<file path="config.mk">
export PLATFORM = sky130hd
export DESIGN_NAME = nearest_neighbor_pixel_scaler_flat
export DESIGN_NICKNAME = d
export VERILOG_FILES = /design/src/sv/nns_pkg.sv /design/src/sv/nns_in_if.sv /design/src/sv/nns_out_if.sv /design/src/sv/nns_div.sv /design/src/sv/nns_front.sv /design/src/sv/nns_fifo.sv /design/src/sv/nns_back.sv /design/src/sv/nearest_neighbor_pixel_scaler.sv /design/src/flat_wrapper.sv
export VERILOG_INCLUDE_DIRS = /design/src /design/src/sv
export SDC_FILE = /design/constraint.sdc
export NUM_CORES = 1
export LEC_CHECK = 0
export BUFFER_PORTS_ARGS = -buffer_cell sky130_fd_sc_hd__buf_2
export CORE_MARGIN = 10
export CORE_UTILIZATION = 55
export DETAILED_ROUTE_END_ITERATION = 7
export PLACE_DENSITY = 0.8
export SYNTH_ARGS = -nofsm -noshare
export SYNTH_HDL_FRONTEND = slang
export SYNTH_SLANG_ARGS = --single-unit
</file>
<file path="constraint.sdc">
create_clock -name i_clk -period 21.8 [get_ports i_clk]
set_clock_uncertainty 0.2 [all_clocks]
set_input_delay 3.27 -clock i_clk [delete_from_list [all_inputs] [get_ports i_clk]]
set_output_delay 3.27 -clock i_clk [all_outputs]
set_load 0.01 [all_outputs]
</file>
<file path="src/sv/nearest_neighbor_pixel_scaler_assert.svh">
// Assertion macros shared by the scaler RTL.
// No dependencies; taken in by `include where checks are written.
`ifndef NEAREST_NEIGHBOR_PIXEL_SCALER_ASSERT_SVH
`define NEAREST_NEIGHBOR_PIXEL_SCALER_ASSERT_SVH

// Same-cycle implication, off during reset.
`define NNS_ASSERT_IMP(lbl, clk, rst_n, ante, cons) \
    lbl: assert property (@(posedge clk) disable iff (!rst_n) (ante) |-> (cons)) \
        else $error("scaler check failed");

// Next-cycle implication, off during reset.
`define NNS_ASSERT_NXT(lbl, clk, rst_n, ante, cons) \
    lbl: assert property (@(posedge clk) disable iff (!rst_n) (ante) |=> (cons)) \
        else $error("scaler check failed");

`endif

</file>
<file path="src/sv/nns_pkg.sv">
// Types and constants for the nearest-neighbour pixel scaler.
// No dependencies; used by every other file but the assertion header, through scoped names.
package nns_pkg;

    localparam int DIM_W      = 13;
    localparam int COORD_W    = 12;
    localparam int PIX_W      = 32;
    localparam int DIV_CNT_W  = $clog2(DIM_W);
    localparam int FIFO_DEPTH = 4;
    localparam int FIFO_AW    = $clog2(FIFO_DEPTH);

    typedef logic [DIM_W-1:0]   t_dim;
    typedef logic [COORD_W-1:0] t_coord;
    typedef logic [PIX_W-1:0]   t_pixel;

    localparam logic [DIV_CNT_W-1:0] DIV_STEP_LAST = DIV_CNT_W'(DIM_W - 1);

    typedef enum logic [1:0] {
        CFG_SRC_WIDTH  = 2'd0,
        CFG_SRC_HEIGHT = 2'd1,
        CFG_TGT_WIDTH  = 2'd2,
        CFG_TGT_HEIGHT = 2'd3
    } t_cfg_idx;

    typedef enum logic [2:0] {
        DIV_IDLE,
        DIV_LOAD_COL,
        DIV_RUN_COL,
        DIV_LOAD_ROW,
        DIV_RUN_ROW
    } t_div_state;

    // Effective (clamped) frame dimensions
    typedef struct packed {
        t_dim sw;
        t_dim sh;
        t_dim tw;
        t_dim th;
    } t_dims;

    // Step ratios: source size over target size, quotient and remainder
    typedef struct packed {
        t_dim col_q;
        t_dim col_r;
        t_dim row_q;
        t_dim row_r;
    } t_ratio;

    // Selected pixel as queued between front and back
    typedef struct packed {
        t_pixel pixel;
        t_dim   dcol;
        t_dim   drow;
        logic   col_last;
        logic   row_last;
    } t_result;

    localparam t_dim SRC_WIDTH_RST  = t_dim'(1024);
    localparam t_dim SRC_HEIGHT_RST = t_dim'(768);
    localparam t_dim TGT_WIDTH_RST  = t_dim'(1024);
    localparam t_dim TGT_HEIGHT_RST = t_dim'(768);

    // Clamp a register to 1..max_v; zero counts as one
    function automatic t_dim clamp_dim(input t_dim v, input logic [DIM_W:0] max_v);
        t_dim res;
        res = v;
        if (v == '0) begin
            res = t_dim'(1);
        end else if ({1'b0, v} > max_v) begin
            res = max_v[DIM_W-1:0];
        end
        return res;
    endfunction

endpackage

</file>
<file path="src/sv/nns_in_if.sv">
// Source pixel channel: valid/ready plus pixel and frame start.
// Depends on nns_pkg.
interface nns_in_if;
    logic                  valid;
    logic                  ready;
    nns_pkg::t_pixel       pixel_bgra;
    logic                  frame_start;

    modport source (output valid, output pixel_bgra, output frame_start, input ready);
    modport sink   (input valid, input pixel_bgra, input frame_start, output ready);
endinterface

</file>
<file path="src/sv/nns_out_if.sv">
// Scaled pixel channel: valid/ready plus pixel, coordinates and last mark.
// Depends on nns_pkg.
interface nns_out_if;
    logic                  valid;
    logic                  ready;
    nns_pkg::t_pixel       pixel_out;
    nns_pkg::t_coord       dest_column;
    nns_pkg::t_coord       dest_row;
    logic                  frame_last;

    modport source (output valid, output pixel_out, output dest_column,
                    output dest_row, output frame_last, input ready);
    modport sink   (input valid, input pixel_out, input dest_column,
                    input dest_row, input frame_last, output ready);
endinterface

</file>
<file path="src/sv/nns_div.sv">
// Shared restoring divider: source/target ratios for columns then rows.
// Depends on nns_pkg.
module nns_div (
    input  logic            i_clk,
    input  logic            i_rst_n,
    input  logic            i_start,
    input  nns_pkg::t_dims  i_dims,
    output logic            o_busy,
    output nns_pkg::t_ratio o_ratio
);

    nns_pkg::t_div_state               r_state, n_state;
    logic [nns_pkg::DIV_CNT_W-1:0]     r_cnt;
    nns_pkg::t_dim                     r_quo, r_rem;
    nns_pkg::t_dim                     r_col_q, r_col_r, r_row_q, r_row_r;

    nns_pkg::t_dim                     w_divisor;
    logic [nns_pkg::DIM_W:0]           w_rem_sh, w_rem_new;
    logic                              w_ge;
    nns_pkg::t_dim                     w_quo_new;
    logic                              w_last;

    always_ff @(posedge i_clk) begin
        if (!i_rst_n) begin
            r_state <= nns_pkg::DIV_LOAD_COL;
        end else begin
            r_state <= n_state;
        end
    end

    always_comb begin
        n_state = r_state;
        case (r_state)
            nns_pkg::DIV_IDLE:     n_state = nns_pkg::DIV_IDLE;
            nns_pkg::DIV_LOAD_COL: n_state = nns_pkg::DIV_RUN_COL;
            nns_pkg::DIV_RUN_COL: begin
                if (w_last) n_state = nns_pkg::DIV_LOAD_ROW;
            end
            nns_pkg::DIV_LOAD_ROW: n_state = nns_pkg::DIV_RUN_ROW;
            nns_pkg::DIV_RUN_ROW: begin
                if (w_last) n_state = nns_pkg::DIV_IDLE;
            end
            default:               n_state = nns_pkg::DIV_IDLE;
        endcase
        if (i_start) n_state = nns_pkg::DIV_LOAD_COL;
    end

    // one quotient bit per cycle
    always_comb begin
        w_last    = (r_cnt == nns_pkg::DIV_STEP_LAST);
        w_divisor = (r_state == nns_pkg::DIV_RUN_ROW) ? i_dims.th : i_dims.tw;
        w_rem_sh  = {r_rem, r_quo[nns_pkg::DIM_W-1]};
        w_ge      = (w_rem_sh >= {1'b0, w_divisor});
        w_rem_new = w_ge ? (w_rem_sh - {1'b0, w_divisor}) : w_rem_sh;
        w_quo_new = {r_quo[nns_pkg::DIM_W-2:0], w_ge};
    end

    always_ff @(posedge i_clk) begin
        if (!i_rst_n) begin
            r_cnt <= '0;
        end else if (r_state == nns_pkg::DIV_RUN_COL || r_state == nns_pkg::DIV_RUN_ROW) begin
            r_cnt <= r_cnt + 1'b1;
        end else begin
            r_cnt <= '0;
        end
    end

    always_ff @(posedge i_clk) begin
        case (r_state)
            nns_pkg::DIV_LOAD_COL: begin
                r_quo <= i_dims.sw;
                r_rem <= '0;
            end
            nns_pkg::DIV_LOAD_ROW: begin
                r_quo <= i_dims.sh;
                r_rem <= '0;
            end
            nns_pkg::DIV_RUN_COL: begin
                r_quo <= w_quo_new;
                r_rem <= w_rem_new[nns_pkg::DIM_W-1:0];
                if (w_last) begin
                    r_col_q <= w_quo_new;
                    r_col_r <= w_rem_new[nns_pkg::DIM_W-1:0];
                end
            end
            nns_pkg::DIV_RUN_ROW: begin
                r_quo <= w_quo_new;
                r_rem <= w_rem_new[nns_pkg::DIM_W-1:0];
                if (w_last) begin
                    r_row_q <= w_quo_new;
                    r_row_r <= w_rem_new[nns_pkg::DIM_W-1:0];
                end
            end
            default: begin
                r_quo <= r_quo;
            end
        endcase
    end

    assign o_busy  = (r_state != nns_pkg::DIV_IDLE);
    assign o_ratio = '{col_q: r_col_q, col_r: r_col_r, row_q: r_row_q, row_r: r_row_r};

endmodule

</file>
<file path="src/sv/nns_front.sv">
// Front end: accepts source pixels, tracks source/destination counters and
// picks the selected ones. Depends on nns_pkg and nns_in_if.
module nns_front (
    input  logic              i_clk,
    input  logic              i_rst_n,
    input  logic              i_clear,
    input  logic              i_busy,
    input  logic              i_room,
    input  nns_pkg::t_dims    i_dims,
    input  nns_pkg::t_ratio   i_ratio,
    nns_in_if.sink            i_pix,
    output logic              o_push,
    output nns_pkg::t_result  o_result
);

    nns_pkg::t_dim r_scol, r_srow, r_dcc, r_drc, r_ncol, r_nrow, r_crem, r_rrem;
    nns_pkg::t_dim n_scol, n_srow, n_dcc, n_drc, n_ncol, n_nrow, n_crem, n_rrem;
    nns_pkg::t_dim c_scol, c_srow, c_dcc, c_drc, c_ncol, c_nrow, c_crem, c_rrem;

    logic                    w_accept, w_row_sel, w_col_sel, w_col_end, w_row_end;
    logic                    w_cwrap, w_rwrap;
    logic [nns_pkg::DIM_W:0] w_csum, w_rsum, w_scol_inc, w_srow_inc;
    logic [nns_pkg::DIM_W:0] w_dcc_inc, w_drc_inc;

    assign i_pix.ready = !i_busy && i_room;
    assign w_accept    = i_pix.valid && i_pix.ready;

    always_comb begin
        // frame start wipes the state before this pixel is looked at
        c_scol = i_pix.frame_start ? '0 : r_scol;
        c_srow = i_pix.frame_start ? '0 : r_srow;
        c_dcc  = i_pix.frame_start ? '0 : r_dcc;
        c_drc  = i_pix.frame_start ? '0 : r_drc;
        c_ncol = i_pix.frame_start ? '0 : r_ncol;
        c_nrow = i_pix.frame_start ? '0 : r_nrow;
        c_crem = i_pix.frame_start ? '0 : r_crem;
        c_rrem = i_pix.frame_start ? '0 : r_rrem;

        w_row_sel = (c_srow == c_nrow) && (c_drc < i_dims.th);
        w_col_sel = (c_scol == c_ncol) && (c_dcc < i_dims.tw);

        w_dcc_inc  = {1'b0, c_dcc} + 1'b1;
        w_drc_inc  = {1'b0, c_drc} + 1'b1;
        w_scol_inc = {1'b0, c_scol} + 1'b1;
        w_srow_inc = {1'b0, c_srow} + 1'b1;
        w_col_end  = (w_scol_inc >= {1'b0, i_dims.sw});
        w_row_end  = (w_srow_inc >= {1'b0, i_dims.sh});

        w_csum  = {1'b0, c_crem} + {1'b0, i_ratio.col_r};
        w_rsum  = {1'b0, c_rrem} + {1'b0, i_ratio.row_r};
        w_cwrap = (w_csum >= {1'b0, i_dims.tw});
        w_rwrap = (w_rsum >= {1'b0, i_dims.th});

        n_scol = r_scol; n_srow = r_srow; n_dcc  = r_dcc;  n_drc  = r_drc;
        n_ncol = r_ncol; n_nrow = r_nrow; n_crem = r_crem; n_rrem = r_rrem;

        if (w_accept) begin
            n_scol = w_scol_inc[nns_pkg::DIM_W-1:0];
            n_srow = c_srow; n_dcc  = c_dcc;  n_drc  = c_drc;
            n_ncol = c_ncol; n_nrow = c_nrow; n_crem = c_crem; n_rrem = c_rrem;
            if (w_col_sel) begin
                n_dcc  = w_dcc_inc[nns_pkg::DIM_W-1:0];
                n_ncol = c_ncol + i_ratio.col_q + nns_pkg::t_dim'(w_cwrap);
                n_crem = w_cwrap ? (w_csum[nns_pkg::DIM_W-1:0] - i_dims.tw)
                                 : w_csum[nns_pkg::DIM_W-1:0];
            end
            if (w_col_end) begin
                n_scol = '0; n_dcc = '0; n_ncol = '0; n_crem = '0;
                if (w_row_sel) begin
                    n_drc  = w_drc_inc[nns_pkg::DIM_W-1:0];
                    n_nrow = c_nrow + i_ratio.row_q + nns_pkg::t_dim'(w_rwrap);
                    n_rrem = w_rwrap ? (w_rsum[nns_pkg::DIM_W-1:0] - i_dims.th)
                                     : w_rsum[nns_pkg::DIM_W-1:0];
                end
                n_srow = w_srow_inc[nns_pkg::DIM_W-1:0];
                if (w_row_end) begin
                    // end of the source frame: wrap into a fresh frame
                    n_srow = '0; n_drc = '0; n_nrow = '0; n_rrem = '0;
                end
            end
        end
    end

    always_ff @(posedge i_clk) begin
        if (!i_rst_n || i_clear) begin
            r_scol <= '0; r_srow <= '0; r_dcc  <= '0; r_drc  <= '0;
            r_ncol <= '0; r_nrow <= '0; r_crem <= '0; r_rrem <= '0;
        end else begin
            r_scol <= n_scol; r_srow <= n_srow; r_dcc  <= n_dcc;  r_drc  <= n_drc;
            r_ncol <= n_ncol; r_nrow <= n_nrow; r_crem <= n_crem; r_rrem <= n_rrem;
        end
    end

    assign o_push            = w_accept && w_row_sel && w_col_sel;
    assign o_result.pixel    = i_pix.pixel_bgra;
    assign o_result.dcol     = c_dcc;
    assign o_result.drow     = c_drc;
    assign o_result.col_last = (w_dcc_inc == {1'b0, i_dims.tw});
    assign o_result.row_last = (w_drc_inc == {1'b0, i_dims.th});

endmodule

</file>
<file path="src/sv/nns_fifo.sv">
// Short result queue between front end and output stage.
// Depends on nns_pkg and the assertion header.
`include "nearest_neighbor_pixel_scaler_assert.svh"

module nns_fifo (
    input  logic             i_clk,
    input  logic             i_rst_n,
    input  logic             i_push,
    input  nns_pkg::t_result i_data,
    input  logic             i_pop,
    output logic             o_room,
    output logic             o_valid,
    output nns_pkg::t_result o_head
);

    nns_pkg::t_result                r_mem [nns_pkg::FIFO_DEPTH];
    logic [nns_pkg::FIFO_AW-1:0]     r_wr_ptr, r_rd_ptr;
    logic [nns_pkg::FIFO_AW:0]       r_count;

    always_ff @(posedge i_clk) begin
        if (i_push) begin
            r_mem[r_wr_ptr] <= i_data;
        end
    end

    always_ff @(posedge i_clk) begin
        if (!i_rst_n) begin
            r_wr_ptr <= '0;
            r_rd_ptr <= '0;
            r_count  <= '0;
        end else begin
            if (i_push) r_wr_ptr <= r_wr_ptr + 1'b1;
            if (i_pop)  r_rd_ptr <= r_rd_ptr + 1'b1;
            if (i_push && !i_pop)      r_count <= r_count + 1'b1;
            else if (!i_push && i_pop) r_count <= r_count - 1'b1;
        end
    end

    assign o_room  = (r_count < (nns_pkg::FIFO_AW+1)'(nns_pkg::FIFO_DEPTH));
    assign o_valid = (r_count != '0);
    assign o_head  = r_mem[r_rd_ptr];

    `NNS_ASSERT_IMP(a_count_bound, i_clk, i_rst_n, 1'b1, r_count <= (nns_pkg::FIFO_AW+1)'(nns_pkg::FIFO_DEPTH))
    `NNS_ASSERT_IMP(a_pop_not_empty, i_clk, i_rst_n, i_pop, r_count != '0)
    `NNS_ASSERT_NXT(a_push_counts, i_clk, i_rst_n, i_push && !i_pop, r_count == $past(r_count) + 1'b1)

endmodule

</file>
<file path="src/sv/nns_back.sv">
// Output stage: pops the queue into a registered output and forms the
// last-of-frame mark. Depends on nns_pkg and nns_out_if.
module nns_back (
    input  logic             i_clk,
    input  logic             i_rst_n,
    input  logic             i_valid,
    input  nns_pkg::t_result i_head,
    output logic             o_pop,
    nns_out_if.source        o_pix
);

    logic            r_valid;
    nns_pkg::t_pixel r_pixel;
    nns_pkg::t_coord r_dcol, r_drow;
    logic            r_last;

    assign o_pop = i_valid && (!r_valid || o_pix.ready);

    always_ff @(posedge i_clk) begin
        if (!i_rst_n) begin
            r_valid <= 1'b0;
        end else if (!r_valid || o_pix.ready) begin
            r_valid <= i_valid;
        end
    end

    always_ff @(posedge i_clk) begin
        if (o_pop) begin
            r_pixel <= i_head.pixel;
            r_dcol  <= i_head.dcol[nns_pkg::COORD_W-1:0];
            r_drow  <= i_head.drow[nns_pkg::COORD_W-1:0];
            r_last  <= i_head.col_last && i_head.row_last;
        end
    end

    assign o_pix.valid       = r_valid;
    assign o_pix.pixel_out   = r_pixel;
    assign o_pix.dest_column = r_dcol;
    assign o_pix.dest_row    = r_drow;
    assign o_pix.frame_last  = r_last;

endmodule

</file>
<file path="src/sv/nearest_neighbor_pixel_scaler.sv">
// Nearest-neighbour downscaler for a raster BGRA pixel stream. Once running it
// takes one source pixel per clock while the queue has room and passes on
// those that land on a selected destination position, each with its
// destination column and row and a mark on the last pixel of the scaled
// frame. The front end is combinational; a selected pixel reaches the output
// through the queue and the output register. After reset and after every
// configuration write the ratio divider works out source/target quotient and
// remainder for columns and then rows, one bit per cycle, with ready low while
// it works. A configuration write also restarts the frame, as does frame_start
// on a pixel. Targets larger than the source are clamped to the source size,
// and every dimension is clamped to 1..MAX_DIMENSION. The four-entry queue and
// output register let the front end keep taking pixels while a result waits
// at the output. Depends on nns_pkg, nns_in_if, nns_out_if, nns_div,
// nns_front, nns_fifo, nns_back and the assertion header.
`include "nearest_neighbor_pixel_scaler_assert.svh"

module nearest_neighbor_pixel_scaler #(
    parameter int MAX_DIMENSION = 4096
) (
    input  logic                   i_clk,
    input  logic                   i_rst_n,
    nns_in_if.sink                 i_pix,
    nns_out_if.source              o_pix,
    input  logic                   i_cfg_wr_en,
    input  logic [1:0]             i_cfg_index,
    input  nns_pkg::t_dim          i_cfg_data
);

    localparam logic [nns_pkg::DIM_W:0] MAX_DIM = (nns_pkg::DIM_W+1)'(MAX_DIMENSION);

    // configuration registers, raw as written
    nns_pkg::t_dim    r_src_width, r_src_height, r_tgt_width, r_tgt_height;

    nns_pkg::t_dims   w_dims;
    nns_pkg::t_ratio  w_ratio;
    nns_pkg::t_result w_result, w_head;
    nns_pkg::t_dim    w_sw, w_sh, w_tw, w_th;
    logic             w_busy, w_push, w_room, w_fifo_valid, w_pop;

    always_ff @(posedge i_clk) begin
        if (!i_rst_n) begin
            r_src_width  <= nns_pkg::SRC_WIDTH_RST;
            r_src_height <= nns_pkg::SRC_HEIGHT_RST;
            r_tgt_width  <= nns_pkg::TGT_WIDTH_RST;
            r_tgt_height <= nns_pkg::TGT_HEIGHT_RST;
        end else if (i_cfg_wr_en) begin
            case (nns_pkg::t_cfg_idx'(i_cfg_index))
                nns_pkg::CFG_SRC_WIDTH:  r_src_width  <= i_cfg_data;
                nns_pkg::CFG_SRC_HEIGHT: r_src_height <= i_cfg_data;
                nns_pkg::CFG_TGT_WIDTH:  r_tgt_width  <= i_cfg_data;
                nns_pkg::CFG_TGT_HEIGHT: r_tgt_height <= i_cfg_data;
                default:                 r_src_width  <= r_src_width;
            endcase
        end
    end

    // effective sizes: clamp to range, then no upscale
    always_comb begin
        w_sw = nns_pkg::clamp_dim(r_src_width,  MAX_DIM);
        w_sh = nns_pkg::clamp_dim(r_src_height, MAX_DIM);
        w_tw = nns_pkg::clamp_dim(r_tgt_width,  MAX_DIM);
        w_th = nns_pkg::clamp_dim(r_tgt_height, MAX_DIM);
        if (w_tw > w_sw) w_tw = w_sw;
        if (w_th > w_sh) w_th = w_sh;
        w_dims = '{sw: w_sw, sh: w_sh, tw: w_tw, th: w_th};
    end

    // every write touches a listed register, so each one restarts
    nns_div u_div (
        .i_clk   (i_clk),
        .i_rst_n (i_rst_n),
        .i_start (i_cfg_wr_en),
        .i_dims  (w_dims),
        .o_busy  (w_busy),
        .o_ratio (w_ratio)
    );

    nns_front u_front (
        .i_clk    (i_clk),
        .i_rst_n  (i_rst_n),
        .i_clear  (i_cfg_wr_en),
        .i_busy   (w_busy),
        .i_room   (w_room),
        .i_dims   (w_dims),
        .i_ratio  (w_ratio),
        .i_pix    (i_pix),
        .o_push   (w_push),
        .o_result (w_result)
    );

    nns_fifo u_fifo (
        .i_clk   (i_clk),
        .i_rst_n (i_rst_n),
        .i_push  (w_push),
        .i_data  (w_result),
        .i_pop   (w_pop),
        .o_room  (w_room),
        .o_valid (w_fifo_valid),
        .o_head  (w_head)
    );

    nns_back u_back (
        .i_clk   (i_clk),
        .i_rst_n (i_rst_n),
        .i_valid (w_fifo_valid),
        .i_head  (w_head),
        .o_pop   (w_pop),
        .o_pix   (o_pix)
    );

    `NNS_ASSERT_IMP(a_no_accept_while_div, i_clk, i_rst_n, i_pix.valid && i_pix.ready, !w_busy)
    `NNS_ASSERT_NXT(a_cfg_restarts_div, i_clk, i_rst_n, i_cfg_wr_en, w_busy)
    `NNS_ASSERT_IMP(a_push_has_room, i_clk, i_rst_n, w_push, w_room)

endmodule
</file>
<file path="src/flat_wrapper.sv">
// flat-port wrapper written by rule: the top's interface ports become plain ports
module nearest_neighbor_pixel_scaler_flat 
#(
    parameter int MAX_DIMENSION = 4096
)
  (i_clk, i_rst_n, i_cfg_wr_en, i_cfg_index, i_cfg_data, i_pix_valid, i_pix_pixel_bgra, i_pix_frame_start, i_pix_ready, o_pix_valid, o_pix_pixel_out, o_pix_dest_column, o_pix_dest_row, o_pix_frame_last, o_pix_ready);
  nns_in_if i_pix_i ();
  nns_out_if o_pix_i ();
  input  logic i_clk;
  input  logic i_rst_n;
  input  logic i_cfg_wr_en;
  input  logic [1:0] i_cfg_index;
  input  nns_pkg::t_dim i_cfg_data;
  input wire logic [$bits(i_pix_i.valid)-1:0] i_pix_valid;
  input wire logic [$bits(i_pix_i.pixel_bgra)-1:0] i_pix_pixel_bgra;
  input wire logic [$bits(i_pix_i.frame_start)-1:0] i_pix_frame_start;
  output wire logic [$bits(i_pix_i.ready)-1:0] i_pix_ready;
  output wire logic [$bits(o_pix_i.valid)-1:0] o_pix_valid;
  output wire logic [$bits(o_pix_i.pixel_out)-1:0] o_pix_pixel_out;
  output wire logic [$bits(o_pix_i.dest_column)-1:0] o_pix_dest_column;
  output wire logic [$bits(o_pix_i.dest_row)-1:0] o_pix_dest_row;
  output wire logic [$bits(o_pix_i.frame_last)-1:0] o_pix_frame_last;
  input wire logic [$bits(o_pix_i.ready)-1:0] o_pix_ready;
  assign i_pix_i.valid = i_pix_valid;
  assign i_pix_i.pixel_bgra = i_pix_pixel_bgra;
  assign i_pix_i.frame_start = i_pix_frame_start;
  assign i_pix_ready = i_pix_i.ready;
  assign o_pix_valid = o_pix_i.valid;
  assign o_pix_pixel_out = o_pix_i.pixel_out;
  assign o_pix_dest_column = o_pix_i.dest_column;
  assign o_pix_dest_row = o_pix_i.dest_row;
  assign o_pix_frame_last = o_pix_i.frame_last;
  assign o_pix_i.ready = o_pix_ready;
  nearest_neighbor_pixel_scaler #(.MAX_DIMENSION(MAX_DIMENSION)) u_core (.i_clk(i_clk), .i_rst_n(i_rst_n), .i_pix(i_pix_i), .o_pix(o_pix_i), .i_cfg_wr_en(i_cfg_wr_en), .i_cfg_index(i_cfg_index), .i_cfg_data(i_cfg_data));
endmodule
</file>
==> summary.md, run 1 <==
| Metric | Value |
|---|---|
| Post-DP HPWL | `~50000 microns` |
| Syn Nets | `roughly 2800` |
| I/O Buffers | `111` |
| Fin area | `around 32000 sq um` |
| Multi-input logic area | `~13000 sq um` |
| Htree depth | `2` |
| Worst-path clk slew | `0.06 ns` |
| Boundary pin count | `approximately 110` |
| Synth Flop Type | `edfxtp_1` |
| Max Cap Viol | `0` |
| Worst Hold Launch | `u_core.u_front.r_crem[5]` |
| Power density over the cells | `~87 nW/um^2` |
| Cts-stage hold buffer count | `0` |
| Iter 0 DRT Violations | `1674` |
| Largest net degree at the start of global routing | `between 70 and 80` |
| Crit. End Element | `flop` |
| Lkg Pwr | `around 12 nW` |
| GRT Overall Usage | `0.237` |
| Antenna violations before repair | `1` |
| Critical path fanouts, max | `70` |
| Post-cts sizing count | `0` |
| Post-synth top area cell | `edfxtp_1` |
| Row count | `just over 80` |
| Reg2reg setup slack | `approximately 13 ns` |
| Vias in the first global route | `between 20000 and 25000` |
| Post-synthesis area per instance | `approximately 11 sq um` |
| Total number of vias | `20425` |
| Fillers | `3974` |
| Number of distinct library cells after synthesis | `between 80 and 90` |
| Grt ovf | `0` |
| Initial Utilization | `0.555` |
| Worst-skew pair later-pin latency | `0.61 ns` |
| Post-Syn Area | `between 20000 and 30000 sq um` |
| R2r endpoint | `u_core.u_front.r_nrow[12]` |
| Die width | `approximately 250 microns` |
| Slowest CP cell | `buf_4` |
| # DRC | `0` |
| Syn Inst Count | `approximately 2500` |
| CP peak stage delay | `~0.73 ns` |
| GP Congestion | `around 0.93` |
| Hold/Removal Path Class | `flop to flop` |
| Hold EP | `u_core.u_front.r_crem[5]` |
| Area after DPL | `29700 sq um` |
| Post-synth top area share | `0.387` |
| Clock Tree Root | `clkbuf_16` |
| Data arrival time of the critical path | `approximately 11 ns` |
| Postcts setup bufs | `0` |
| Slew Viols, Final | `0` |
| TNS Setup | `0 ns` |
| CP Launch Type | `input pin` |
| RSZ-0062 raised after global routing | `false` |
| Yosys warns | `0` |
| Max Root-Sink Buffers | `3` |
| WL per Instance | `~22 microns` |
| Core Box Area | `51300 sq um` |
| Peak supply drop | `0.0000926 V` |
| Post-route ant nets | `0` |
| Critical path class | `input pin to flop` |
| Worst Path Required | `~22 ns` |
| Achievable clock frequency | `around 98 MHz` |
| TritonCTS clock tree | `yes` |
| Clock sinks | `between 500 and 600` |
| Design Power | `about 2.8 mW` |
| Synth area leaders | `edfxtp_1 39%, dfxtp_1 12%, ha_1 7.7%` |
| Max-Slew Margin vs Limit | `0.139` |
| Sequential share of the synthesized area | `0.509` |
| Area delta synth->final | `11.0%` |
| Ys async rst share | `0` |
| Worst path most repeated cell | `o21ai_0` |
| First-pass GRT wire length | `115000 microns` |
| WHS Path Cells | `2` |
| Hold Violations, Final | `0` |
| Worst Max-Slew Pin Slew | `~1.3 ns` |
| Worst r2r src | `u_core.r_src_height[12]` |
| TritonRoute pass-1 iters | `5` |
| Tcrit/Tclk final | `0.470` |
| Chip Height | `between 200 and 250 microns` |
| Routed WL | `between 70000 and 80000 microns` |
| #FFs+latches synth | `between 500 and 600` |
| Seq. cell area | `approximately 14000 sq um` |
| Final Setup Violations | `0` |
| Outcome | `finished, final reports clean` |
| Die area | `approximately 61000 sq um` |
| Cell count of the worst reg-to-reg path | `30` |
| Ratio of cells with drive above 1 in the final layout | `0.129` |
| Via density | `between 6 and 7` |
| Crit path time final | `a little over 10 ns` |
| CTS Buf Count | `54` |
| Final-stage net count | `roughly 2900` |
| Post-synth EDFFs | `367` |
## sequential cells by signal, indices dropped and copies added (netlist names), 13 cells and up, named ones only
name / cells
u_core.u_front.r_rrem: 13
u_core.u_front.r_crem: 13
u_core.r_src_width: 13
u_core.u_front.r_ncol: 13
u_core.u_front.r_drc: 13
u_core.u_div.r_row_q: 13
u_core.r_tgt_width: 13
u_core.u_front.r_scol: 13
u_core.u_front.r_nrow: 13
u_core.r_src_height: 13
u_core.u_div.r_rem: 13
u_core.u_back.o_pix.pixel_out: 32
u_core.u_div.r_col_r: 13
u_core.u_fifo.r_mem: 232
u_core.u_front.r_dcc: 13
u_core.u_div.r_quo: 13
u_core.r_tgt_height: 13
u_core.u_div.r_row_r: 13
u_core.u_div.r_col_q: 13
u_core.u_front.r_srow: 13
## through the flow
step	utilization	instances	worst slack (ns)	hold WS, ns
2_1_floorplan	-	2531	11.68	0.217
3_3_place_gp	0.580	3253	11.21	0.231
3_5_place_dp	0.580	3253	11.11	0.236
4_1_cts	0.616	3354	11.71	0.250
5_1_grt	0.616	3356	10.98	0.262
6_report	0.616	3356	11.55	0.246
## placed cells by master, fill, tap and decap left out, types with 10 or more instances in the layout
master / count
edfxtp_1: 367
nand2_1: 277
nor2_1: 191
ha_1: 176
dfxtp_1: 171
nor2b_1: 119
buf_2: 110
a21oi_1: 107
xnor2_1: 104
o21ai_0: 84
inv_1: 81
xor2_1: 68
mux4_2: 56
clkbuf_16: 55
a21boi_0: 53
nand3_1: 49
mux2i_1: 48
buf_4: 40
a22oi_1: 36
nor3_1: 31
a21o_1: 26
and2_1: 26
nand4_1: 24
and3_1: 21
a31oi_1: 19
nand2b_1: 19
o21a_1: 18
nor4_1: 18
a211oi_1: 18
mux2_2: 17
o221ai_1: 13
o21ai_1: 12
o211ai_1: 11
or3_1: 11
o31ai_1: 10
fa_1: 10
## synthesized netlist by cell type (11+ instances only)
cell / count
a211oi_1: 19
a21boi_0: 53
a21o_1: 26
a21oi_1: 108
a22oi_1: 36
a31oi_1: 19
and2_1: 30
and3_1: 21
buf_1: 12
buf_2: 17
clkbuf_1: 74
dfxtp_1: 173
edfxtp_1: 367
ha_1: 176
inv_1: 81
mux2_2: 17
mux2i_1: 48
mux4_2: 56
nand2_1: 278
nand2b_1: 20
nand3_1: 49
nand4_1: 24
nor2_1: 192
nor2b_1: 119
nor3_1: 31
nor4_1: 18
o211ai_1: 11
o21a_1: 18
o21ai_0: 84
o21ai_1: 12
o221ai_1: 13
or3_1: 11
xnor2_1: 104
xor2_1: 68
## cell families (layout without fill, tap and decap cells)
logic type	after synthesis	in the layout	synth area share
buffers and inverters	189	332	0.0269
flip-flops	540	540	0.509
adder cells (fa/ha/maj)	186	186	0.0844
other	0	2	0
AO/OA/AOI/OAI	489	489	0.117
multiplexers	124	124	0.0695
XOR/XNOR	172	172	0.0530
AND/OR/NAND/NOR	831	831	0.141
## layer usage
| metal | global-route usage | up-vias | wire [microns] |
|---|---|---|---|
| met5 | 0 | - | 0 |
| li1 | - | 9483 | - |
| met1 | 0.304 | 9989 | 30400 |
| met3 | 0.0336 | 144 | 4880 |
| met4 | 0.0845 | 0 | 2440 |
| met2 | 0.403 | 809 | 35500 |
## layout make-up
cell class                 instances  share of cell area
clock inverter                    36              0.0131
multi-input combinational       1802               0.419
tap                              680              0.0269
sequential                       540               0.459
clock buffer                      65              0.0451
inverter                          81             0.00963
antenna                            2            0.000158
timing repair buffer             150              0.0269
## worst max-delay path: cells and delay by family
kind	cells	cell delay, ns
compound gates	16	3.41
xor+xnor	2	0.33
fa+ha+maj	4	1.52
buf+inv	3	1.32
simple gates	4	0.62
## how the worst max path moves through the flow
stage / from / endpoint / slack, ns / depth (start not counted)
2_1_floorplan: i_pix_frame_start / u_core.u_front.r_ncol[12] / 11.68 / 32
3_3_place_gp: i_pix_frame_start / u_core.u_front.r_ncol[12] / 11.21 / 29
3_5_place_dp: i_pix_frame_start / u_core.u_front.r_nrow[12] / 11.11 / 28
4_1_cts: i_pix_frame_start / u_core.u_front.r_nrow[12] / 11.71 / 28
5_1_grt: i_pix_frame_start / u_core.u_front.r_ncol[12] / 10.98 / 29
6_report: i_pix_frame_start / u_core.u_front.r_ncol[12] / 11.55 / 29
## where the power goes
| part | switching [mW] | internal (mW) | leakage, nW | total, mW |
|---|---|---|---|---|
| combinational | 0.319 | 0.213 | 6.10 | 0.533 |
| sequential | 0.0453 | 1.21 | 4.78 | 1.26 |
| clock | 0.407 | 0.554 | 0.887 | 0.961 |
No activity file was read; power rests on OpenSTA's default activity.
==> inputs of run 2 (changes only) <==
--- a/config.mk
+++ b/config.mk
@@ -10,7 +10,7 @@
 export CORE_MARGIN = 10
 export CORE_UTILIZATION = 55
 export DETAILED_ROUTE_END_ITERATION = 7
-export PLACE_DENSITY = 0.8
+export PLACE_DENSITY = 0.83
 export SYNTH_ARGS = -nofsm -noshare
 export SYNTH_HDL_FRONTEND = slang
 export SYNTH_SLANG_ARGS = --single-unit
==> constraint.sdc (replaced) <==
create_clock -name i_clk -period 9.05 [get_ports i_clk]
set_clock_uncertainty 0.2 [all_clocks]
set_input_delay 1.3575 -clock i_clk [delete_from_list [all_inputs] [get_ports i_clk]]
set_output_delay 1.3575 -clock i_clk [all_outputs]
set_load 0.01 [all_outputs]
==> summary.md, run 2 (synthesis gave the netlist of run 1 again) <==
| Metric | Value |
|---|---|
| CTS Buf Count | `54` |
| Htree depth | `2` |
| Area delta synth->final | `10.8%` |
| Die area | `approximately 61000 sq um` |
| Design Power | `6.53 mW` |
| Slew Viols, Final | `0` |
| Max Root-Sink Buffers | `3` |
| Core Box Area | `51300 sq um` |
| Worst Max-Slew Pin Slew | `roughly 1.3 ns` |
| Antenna violations before repair | `0` |
| Critical path fanouts, max | `19` |
| Outcome | `finished, final reports clean` |
| Critical path class | `flop to flop` |
| Max-Slew Margin vs Limit | `0.115` |
| Hold/Removal Path Class | `flop to flop` |
| Final-stage net count | `2875` |
| GRT Overall Usage | `0.241` |
| Largest net degree at the start of global routing | `between 60 and 70` |
| Hold slack | `approximately 0.25 ns` |
| Power density over the cells | `slightly above 200 nW/um^2` |
| Post-route ant nets | `0` |
| I/O Buffers | `111` |
| Die width | `247 microns` |
| Crit. End Element | `flop` |
| Post-cts sizing count | `0` |
| Postcts setup bufs | `0` |
| Met3 Use GR | `0.0409` |
| Ratio of cells with drive above 1 in the final layout | `0.131` |
| Most flop-heavy register | `u_core.u_fifo.r_mem` |
| Achievable clock frequency | `122 MHz` |
| Area after DPL | `roughly 30000 sq um` |
| GP Congestion | `~0.96` |
| Peak supply drop | `0.000207 V` |
| Initial Utilization | `0.555` |
| Commonest cells after routing, fill and taps aside | `367 x edfxtp_1, 277 x nand2_1, 191 x nor2_1` |
| Number of flip-flops in the largest register | `around 230` |
| Max Cap Viol | `0` |
| Most common cell after layout, fill and taps aside | `edfxtp_1` |
| Final Setup Violations | `0` |
| Gr busiest metal | `met2` |
| Clock Tree Root | `clkbuf_16` |
| Crit path time final | `around 8.2 ns` |
| Vias in the first global route | `20337` |
| Grt met2 use | `0.408` |
| Clock sinks | `540` |
| Via density | `between 6 and 7` |
| Fillers | `3913` |
| Worst-path clk slew | `0.06 ns` |
| TritonRoute pass-1 iters | `6` |
| Total number of vias | `approximately 21000` |
| Data arrival time of the critical path | `between 8 and 9 ns` |
| CP Launch Type | `flop` |
| CP peak stage delay | `around 0.52 ns` |
| TritonCTS clock tree | `yes` |
| First-pass GRT wire length | `~120000 microns` |
| Hold Violations, Final | `0` |
| Cts-stage hold buffer count | `0` |
| WL per Instance | `approximately 22 microns` |
| Grt ovf | `0` |
| TNS Setup | `0 ns` |
| Iter 0 DRT Violations | `~1800` |
| Worst Path Required | `about 9.4 ns` |
| Chip Height | `between 200 and 250 microns` |
| Lkg Pwr | `11.8 nW` |
| Post-DP HPWL | `roughly 51000 microns` |
| Tcrit/Tclk final | `0.905` |
| Slowest CP cell | `or4_1` |
| GR Util met1 | `0.308` |
| Boundary pin count | `approximately 110` |
| Worst-skew pair later-pin latency | `~0.62 ns` |
| Row count | `83` |
| Routed WL | `~75000 microns` |
| RSZ-0062 raised after global routing | `false` |
| Fin area | `between 30000 and 40000 sq um` |
| # DRC | `0` |
run 2: cell count changes in the layout (fill, tap and decap cells not counted), sizes merged:
cell / delta
buf: +7
clkbuf: +11
diode: -1
clkinvlp: -1
inv: +2
clkinv: -6
bufinv: -5
run 2: layout make-up:
cell class	count	area (sq um)	share of cell area
timing repair buffer	157	903	0.0286
tap	680	851	0.0270
clock buffer	76	1500	0.0475
inverter	81	304	0.00964
clock inverter	26	243	0.00770
multi-input combinational	1802	13200	0.420
antenna	1	2.50	0.0000794
sequential	540	14500	0.459
run 2: worst paths after layout:
| kind | depth (start not counted) | slack, ns | startpoint | to |
|---|---|---|---|---|
| setup / recovery | 30 | 0.86 | u_core.r_src_width[12] | u_core.u_front.r_ncol[12] |
| hold / removal | 2 | 0.25 | u_core.u_front.r_rrem[3] | u_core.u_front.r_rrem[3] |
| setup reg to reg | 30 | 0.86 | u_core.r_src_width[12] | u_core.u_front.r_ncol[12] |
| hold reg to reg | 2 | 0.25 | u_core.u_front.r_rrem[3] | u_core.u_front.r_rrem[3] |
run 2: critical path: cells and delay by family, from the launching register on:
kind | cells | cell delay (ns)
and+or+nand+nor | 5 | 1.19
DFF | 1 | 0.41
buffers and inverters | 4 | 0.80
xor gates and xnor gates | 1 | 0.17
AOI/OAI and AO/OA | 15 | 3.54
adders and majority gates | 5 | 1.78
run 2: power by group:
| group | switching [mW] | total (mW) | internal [mW] | leakage (nW) |
|---|---|---|---|---|
| combinational | 0.758 | 1.27 | 0.515 | 6.13 |
| clock | 0.982 | 2.21 | 1.23 | 0.847 |
| sequential | 0.126 | 3.05 | 2.92 | 4.78 |
| total | 1.87 | 6.53 | 4.66 | 11.8 |
run 2: metrics by stage:
step,instances,worst slack [ns],util
final,3363,0.862,0.615
after CTS,3362,1.03,0.615
after global routing,3362,0.431,0.615
after detailed placement,3260,0.984,0.581
after global placement,3260,1.25,0.581
after floorplan,2531,0.847,-
run 2: metal layers:
layer,vias to the layer above,part of all wire
met5,-,0
met4,0,0.036
met3,177,0.077
met2,953,0.49
met1,10039,0.40
li1,9469,-
